## src/hdl/assert_macros.svh

```systemverilog
// ----------------------------------------------------------------------------
// assert_macros
// Assertion helpers used by the sieve unit RTL.
// ----------------------------------------------------------------------------
`ifndef ASSERT_MACROS_SVH
`define ASSERT_MACROS_SVH

// Same-cycle implication, masked while reset is asserted.
`define SPS_ASSERT_IMPL(lbl, clk, rstn, ante, cons, msg) \
    lbl: assert property (@(posedge clk) disable iff (!(rstn)) (ante) |-> (cons)) \
        else $error(msg);

// Next-cycle implication, masked while reset is asserted.
`define SPS_ASSERT_NEXT(lbl, clk, rstn, ante, cons, msg) \
    lbl: assert property (@(posedge clk) disable iff (!(rstn)) (ante) |=> (cons)) \
        else $error(msg);

`endif

```

## src/hdl/sps_pkg.sv

```systemverilog
// ----------------------------------------------------------------------------
// sps_pkg
// Shared types, codes and widths of the segmented prime sieve unit.
// ----------------------------------------------------------------------------
`default_nettype none

package sps_pkg;

    localparam int SEGMENT_SIZE_DEF = 65536;

    localparam int DATA_W    = 64;
    localparam int OP_W      = 2;
    localparam int LEN_W     = 17;
    localparam int WI_W      = 10;
    localparam int ST_W      = 2;
    localparam int S_TDATA_W = 96;
    localparam int M_TDATA_W = 128;

    typedef enum logic [OP_W-1:0] {
        OP_START = 2'd0,
        OP_SIEVE = 2'd1,
        OP_READ  = 2'd2
    } t_op;

    typedef enum logic [ST_W-1:0] {
        STS_OK         = 2'd0,
        STS_PRIME_ZERO = 2'd1,
        STS_BAD_INDEX  = 2'd2,
        STS_NO_SEGMENT = 2'd3
    } t_status;

    typedef enum logic [3:0] {
        S_IDLE,
        S_DISPATCH,
        S_CLEAR,
        S_DIV,
        S_FIRST,
        S_RMW_RD,
        S_RMW_WR,
        S_WORD_RD,
        S_WORD_DATA,
        S_DONE
    } t_state;

    typedef struct packed {
        logic busy;
        logic done;
    } t_div_sts;

endpackage

`default_nettype wire

```

## src/hdl/sps_mod.sv

```systemverilog
// ----------------------------------------------------------------------------
// sps_mod
// Radix-2 restoring remainder unit: one quotient bit per cycle.
// ----------------------------------------------------------------------------
`default_nettype none

module sps_mod
    import sps_pkg::*;
(
    input  wire logic              i_clk,
    input  wire logic              i_rst_n,
    input  wire logic              i_start,
    input  wire logic [DATA_W-1:0] i_dividend,
    input  wire logic [DATA_W-1:0] i_divisor,
    output t_div_sts               o_sts,
    output logic      [DATA_W-1:0] o_rem
);

    localparam int CNT_W = $clog2(DATA_W);

    logic              r_busy, n_busy;
    logic              r_done, n_done;
    logic [CNT_W-1:0]  r_cnt, n_cnt;
    logic [DATA_W-1:0] r_rem, n_rem;
    logic [DATA_W-1:0] r_dvd, n_dvd;
    logic [DATA_W-1:0] r_dvs, n_dvs;

    logic [DATA_W:0]   shifted;
    logic [DATA_W:0]   diff;

    assign shifted = {r_rem, r_dvd[DATA_W-1]};
    assign diff    = shifted - {1'b0, r_dvs};

    always_comb begin
        n_busy = r_busy;
        n_done = 1'b0;
        n_cnt  = r_cnt;
        n_rem  = r_rem;
        n_dvd  = r_dvd;
        n_dvs  = r_dvs;
        if (i_start) begin
            n_busy = 1'b1;
            n_cnt  = '0;
            n_rem  = '0;
            n_dvd  = i_dividend;
            n_dvs  = i_divisor;
        end else if (r_busy) begin
            // keep the shifted value when the trial subtract borrows
            n_rem = diff[DATA_W] ? shifted[DATA_W-1:0] : diff[DATA_W-1:0];
            n_dvd = {r_dvd[DATA_W-2:0], 1'b0};
            n_cnt = r_cnt + 1'b1;
            if (r_cnt == CNT_W'(DATA_W - 1)) begin
                n_busy = 1'b0;
                n_done = 1'b1;
            end
        end
    end

    always_ff @(posedge i_clk) begin
        if (!i_rst_n) begin
            r_busy <= 1'b0;
            r_done <= 1'b0;
            r_cnt  <= '0;
        end else begin
            r_busy <= n_busy;
            r_done <= n_done;
            r_cnt  <= n_cnt;
        end
        r_rem <= n_rem;
        r_dvd <= n_dvd;
        r_dvs <= n_dvs;
    end

    assign o_sts.busy = r_busy;
    assign o_sts.done = r_done;
    assign o_rem      = r_rem;

endmodule

`default_nettype wire

```

## config.mk

```make
export PLATFORM = sky130hd
export DESIGN_NAME = sps_mod
export DESIGN_NICKNAME = d
export VERILOG_FILES = /design/src/hdl/assert_macros.svh /design/src/hdl/sps_pkg.sv /design/src/hdl/sps_mod.sv
export SDC_FILE = /design/constraint.sdc
export NUM_CORES = 1
export LEC_CHECK = 0
export ABC_CLOCK_PERIOD_IN_PS = 4000
export BUFFER_PORTS_ARGS = -buffer_cell sky130_fd_sc_hd__buf_2
export CORE_ASPECT_RATIO = 1.1
export CORE_MARGIN = 2
export CORE_UTILIZATION = 55
export CTS_CLUSTER_DIAMETER = 150
export CTS_CLUSTER_SIZE = 24
export DETAILED_ROUTE_END_ITERATION = 10
export PLACE_DENSITY = 0.78
export SLEW_MARGIN = 20
export SYNTH_ARGS = -nofsm -noshare
export SYNTH_HDL_FRONTEND = slang
export SYNTH_SLANG_ARGS = --single-unit
```

## constraint.sdc

```tcl
create_clock -name i_clk -period 4 [get_ports i_clk]
set_clock_uncertainty 0.05 [all_clocks]
set_input_delay 0.8 -clock i_clk [delete_from_list [all_inputs] [get_ports i_clk]]
set_output_delay 0.8 -clock i_clk [all_outputs]
set_load 0.03 [all_outputs]
```

## After elaboration in Yosys (flattened, before gate mapping)

Index checks and enable logic that the tools add are counted.

- Register bits after elaboration: 200
- Word-level logic and storage cells: 21

- Add/subtract/negate cells: 2
- Equality and inequality tests: 1
- Muxes and demuxes: 7
- Bitwise logic cells: 2
- Reduce and logical (&&, ||, !) cells: 3

Operators by type and width:

| cell | number |
|---|---|
| 64-bit 2-to-1 mux | 3 |
| 65-bit by 64-bit subtractor with 65-bit output | 1 |
| 6-bit by 1-bit adder with 6-bit output (second input constant) | 1 |
| 6-bit == test (second input constant) | 1 |
| 1-bit 2-to-1 mux | 4 |
| 3-bit OR reduction | 1 |
| 1-bit inverter | 2 |
| 2-bit nonzero test | 1 |
| 2-bit OR reduction | 1 |

## Logic depth before layout (Yosys ltp)

- Word-level depth: 4
- Gate-level depth with buffers: 16
- Mapped depth without buffers: 13

## Least setup slack after synthesis

OpenSTA, ideal clock, no wires.

- Path kind: register -> register
- From: reg r_rem[12], in the netlist o_rem[12]
- To: reg r_rem[61], in the netlist o_rem[61]
- Library setup time: 0.103 ns
- Data arrival time: 3.128 ns
- Setup slack: 0.719 ns
- Cell stages (with the launch flop): 15
- Path buffers: 3
- Clock period less this slack: 3.281 ns
- Cells stage by stage: dfxtp_1 ha_1 buf_6 a21oi_4 nor2_1 or4_4 o21ba_1 o21a_1 o41a_1 and3_1 buf_6 buf_6 nand3_2 mux2i_1 a2111oi_2

- Word-level cells in the longest chain between the ends: 2

Ends and longest elaborated chain:

| what | line | RTL |
|---|---|---|
| start, declared | sps_mod.sv:24 | `logic [DATA_W-1:0] r_rem, n_rem;` |
| start signal, assigned | sps_mod.sv:69 | `r_rem <= n_rem;` |
| 65-bit by 64-bit subtractor with 65-bit output | sps_mod.sv:32 | `assign diff = shifted - {1'b0, r_dvs};` |
| 64-bit 2-to-1 mux | sps_mod.sv:49 | `n_rem = diff[DATA_W] ? shifted[DATA_W-1:0] : diff[DATA_W-1:0];` |

Every way passes these cells.
A chain may end at the register's enable or synchronous reset.

## Worst setup path after layout

- From: reg r_dvs[0]
- To: reg r_rem[58], in the netlist o_rem[58]

- Word-level cells in the longest chain between the ends: 2

Ends and longest elaborated chain:

| what | line | RTL |
|---|---|---|
| start, declared | sps_mod.sv:26 | `logic [DATA_W-1:0] r_dvs, n_dvs;` |
| start signal, assigned | sps_mod.sv:71 | `r_dvs <= n_dvs;` |
| 65-bit by 64-bit subtractor with 65-bit output | sps_mod.sv:32 |  |
| 64-bit 2-to-1 mux | sps_mod.sv:49 |  |

Every way passes these cells.

==> impl_summary.txt <==
----------------------------------------------------
[Run status]
  Result of the run ... finished clean

[Synth]
  Syn nets ... about 1.4k
  Unique masters post-synth ... around 70
  Area of the mapped netlist ... approximately 0.012 mm2
  Area leader, netlist ... edfxtp_1
  Most used flip-flop cell after synthesis ... edfxtp_1
  Cell count after synthesis ... between 1k and 1.5k
  Number of synthesized flops with an enable pin ... about 130
  Synthesized area per cell ... approximately 9.9 um2
  Post-synth ARST share ... 0
  Number of synthesized register bits ... 200
  Synth Warn # ... 0
  Fraction of post-synthesis cell area in the top cell type by area ... 0.322
  Fraction of the yosys area taken by sequential cells ... 0.442
  Top post-synthesis cells by area ... edfxtp_1 32%, dfxtp_1 12%, ha_1 6.8%, mux2_2 5.9%, a21oi_1 3.9%

[Finish]
  Leading cell type in the layout, fill and taps excluded ... buf_2
  Commonest cells after routing, fill and taps aside ... 195 x buf_2, 128 x edfxtp_1, 114 x nor2_1
  Fraction of layout cells with a size suffix above 1 ... 0.233
  Diode count ... 0
  Summed area of non-filler cells in the final layout ... between 0.01 and 0.015 mm2
  Area added between synthesis and finish ... 15.5%
  Nets ... ~1.6k

[Clock tree]
  Largest buffer count on any clock path ... 2
  Register clock-pin slew on the reported worst setup and hold paths ... roughly 0.09 ns
  Number of buffers inserted for hold repair after clock tree synthesis ... 0
  Clock tree from TritonCTS ... yes
  CTS H-tree depth ... 4
  Post CTS Setup Buffer Count ... 0
  Number of clock buffers inserted by TritonCTS ... 17
  CTS root buf ... clkbuf_16
  Clock latency at the later pin of the worst-skew pair ... between 0.4 and 0.5 ns
  Clock sinks ... 200
  Resize count post-CTS ... 0

[Global routing]
  Global Route Usage Sum ... 0.256
  Largest net degree at the start of global routing ... 73
  Antenna violations before repair ... 0
  First-pass GRT wire length ... ~46,000 um
  Global route overflow ... 0
  Number of global-route vias before repair ... 9,471

[Critical path]
  Critical path start-end classification ... flop to flop
  Worst reg2reg startpoint ... r_dvs[0]$_DFFE_PP_
  Required time of the critical path ... approximately 4.3 ns
  Kind of capture point of the worst setup path ... flop
  Data arrival time of the critical path ... about 4 ns
  Number of cells traversed by the worst register-to-register path ... 13
  CP startpoint kind ... flop
  Register-to-Register Setup Slack ... 0.29 ns
  Highest fanout seen on the critical path ... 4
  Capturing point of the worst reg2reg path ... o_rem[58]$_SDFFE_PP0P_

[Min path]
  Number of cells on the worst hold path ... 2
  Class of the tightest hold or removal check ... flop to flop
  Endpoint of the worst hold path ... o_rem[47]$_SDFFE_PP0P_
  Startpoint of the tightest hold check path ... o_rem[47]$_SDFFE_PP0P_

[Route]
  Iter 0 DRT Violations ... approximately 600
  Routed vias ... ~10k
  DRT antenna net count ... 0
  Routed WL ... 29,100 um
  DR WL/cell ... roughly 17 um
  DRC violation count after routing ... 0
  Via density ... just under 6
  Length of the first detailed-routing pass in iterations ... 5

[Pwr]
  Power density over the cells ... 404 mW/mm2
  IR Drop Worst-Case VDD ... between 200 and 300 uV
  Static leakage ... between 0.005 and 0.006 uW

[STA]
  Worst-case headroom to the max-slew limit ... 0.452
  Highest clock frequency the design can meet ... ~0.27 GHz
  Setup TNS ... 0 ns
  Slew @ Worst Pin ... 0.823 ns
  Setup repair after global routing missed its margin ... no
  Final hold viol count ... 0
  Worst hold margin ... around 0.46 ns
  Post-route setup slack ... 0.286 ns
  Count of pins over their slew limit ... 0
  Final setup vio count ... 0
  Period utilization ... 0.928
  Fin crit period ... roughly 3.7 ns

[Floorplanning]
  Core footprint ... about 0.021 mm2
  Floorplan die width ... ~140 um
  Number of placement rows ... between 50 and 60
  Starting density of the core ... 0.561
  I/O pin count ... around 200
  Die footprint ... between 0.02 and 0.025 mm2
  Die span in y ... between 150 and 200 um

[Place]
  DPL Wire Length ... between 20,000 and 25,000 um
  Worst setup slack after placement ... ~0.28 ns
  Quantity of I/O buffers inserted on ports ... ~200
  GP Congestion ... ~0.96
  Placed standard-cell area ... roughly 0.013 mm2

[Job]
  Max_cap viols ... 0

----------------------------------------------------
-- per-stage QoR --
step / power (uW) / util / std cells
6_report: 5580 / 0.648 / 1678
4_1_cts: 5600 / 0.648 / 1678
3_3_place_gp: 3690 / 0.617 / 1646
2_1_floorplan: 3370 / - / 1213
3_5_place_dp: 3710 / 0.617 / 1646
5_1_grt: 5820 / 0.648 / 1678
-- flip-flops by register name, summed over array words and instances (netlist names) --
| signal | count |
|---|---|
| o_rem | 64 |
| r_busy | 1 |
| r_cnt | 6 |
| r_done | 1 |
| r_dvd | 64 |
| r_dvs | 64 |
-- cells by family after synthesis --
group | share of synthesized area
xor+xnor | 0.0432
simple gates | 0.113
buf+inv | 0.0555
mux | 0.0962
compound gates | 0.180
fa+ha+maj | 0.0697
flops | 0.442
-- worst max-delay path, cell delays in order, from the launching register on --
cell and delay (ns):
edfxtp_1 0.40, ha_1 0.23, fa_1 0.40, nand2b_1 0.20
a21o_1 0.19, a21oi_1 0.28, o41ai_2 0.17, a21oi_2 0.27
a21oi_2 0.16, o31ai_1 0.46, buf_4 0.22, a21oi_1 0.08
or3_1 0.31, a311oi_1 0.21
-- cell type report --
type	count	area, um2
Sequential cell	200	5290
Inverter	91	342
Timing Repair Buffer	213	1140
Clock inverter	15	234
Clock buffer	17	425
Multi-Input combinational cell	852	6020
Tap cell	290	363
Fill cell	1771	7490
-- where the power goes --
group	total (uW)	switching, uW	internal, uW
Clock	1900	995	905
Combinational	1210	726	483
Sequential	2470	91.2	2380
-- how the worst max path moves through the flow --
stage                                       from                endpoint  slack (ns)
after floorplan           o_rem[12]$_SDFFE_PP0P_  o_rem[61]$_SDFFE_PP0P_        0.72
after detailed placement     r_dvd[63]$_DFFE_PP_  o_rem[58]$_SDFFE_PP0P_        0.28
final                         r_dvs[0]$_DFFE_PP_  o_rem[58]$_SDFFE_PP0P_        0.29
after global routing       o_rem[9]$_SDFFE_PP0P_  o_rem[44]$_SDFFE_PP0P_        0.11
after global placement        r_dvs[0]$_DFFE_PP_  o_rem[58]$_SDFFE_PP0P_        0.34
after CTS                    r_dvd[63]$_DFFE_PP_  o_rem[62]$_SDFFE_PP0P_        0.25
-- Yosys cell counts, types with 4 or more instances --
| cell type | count |
|---|---|
| a211oi_1 | 51 |
| a21boi_0 | 5 |
| a21o_1 | 38 |
| a21oi_1 | 94 |
| a221oi_1 | 6 |
| a311oi_1 | 4 |
| a31oi_1 | 14 |
| a41oi_1 | 5 |
| and2_1 | 8 |
| and3_1 | 10 |
| and4_1 | 5 |
| buf_2 | 8 |
| buf_4 | 5 |
| buf_6 | 4 |
| clkbuf_1 | 52 |
| dfxtp_1 | 72 |
| edfxtp_1 | 128 |
| ha_1 | 65 |
| inv_1 | 91 |
| mux2_2 | 63 |
| mux2i_1 | 44 |
| nand2_1 | 76 |
| nand2b_1 | 9 |
| nand3_1 | 15 |
| nand4_1 | 22 |
| nor2_1 | 114 |
| nor2b_1 | 5 |
| nor3_1 | 15 |
| o211ai_1 | 12 |
| o21ai_0 | 46 |
| o21ai_1 | 4 |
| o21bai_1 | 16 |
| o221ai_1 | 4 |
| or3_1 | 4 |
| xnor2_1 | 38 |
| xor2_1 | 21 |
-- metal layers --
layer  track usage  up-vias  wire length (um)
li1              -     4750                 -
met1         0.319     4542             12500
met2         0.425      356             13600
met3        0.0632       70              2030
met4         0.110        0               956
met5             0        -                 0
No activity file was read; power rests on OpenSTA's default activity.
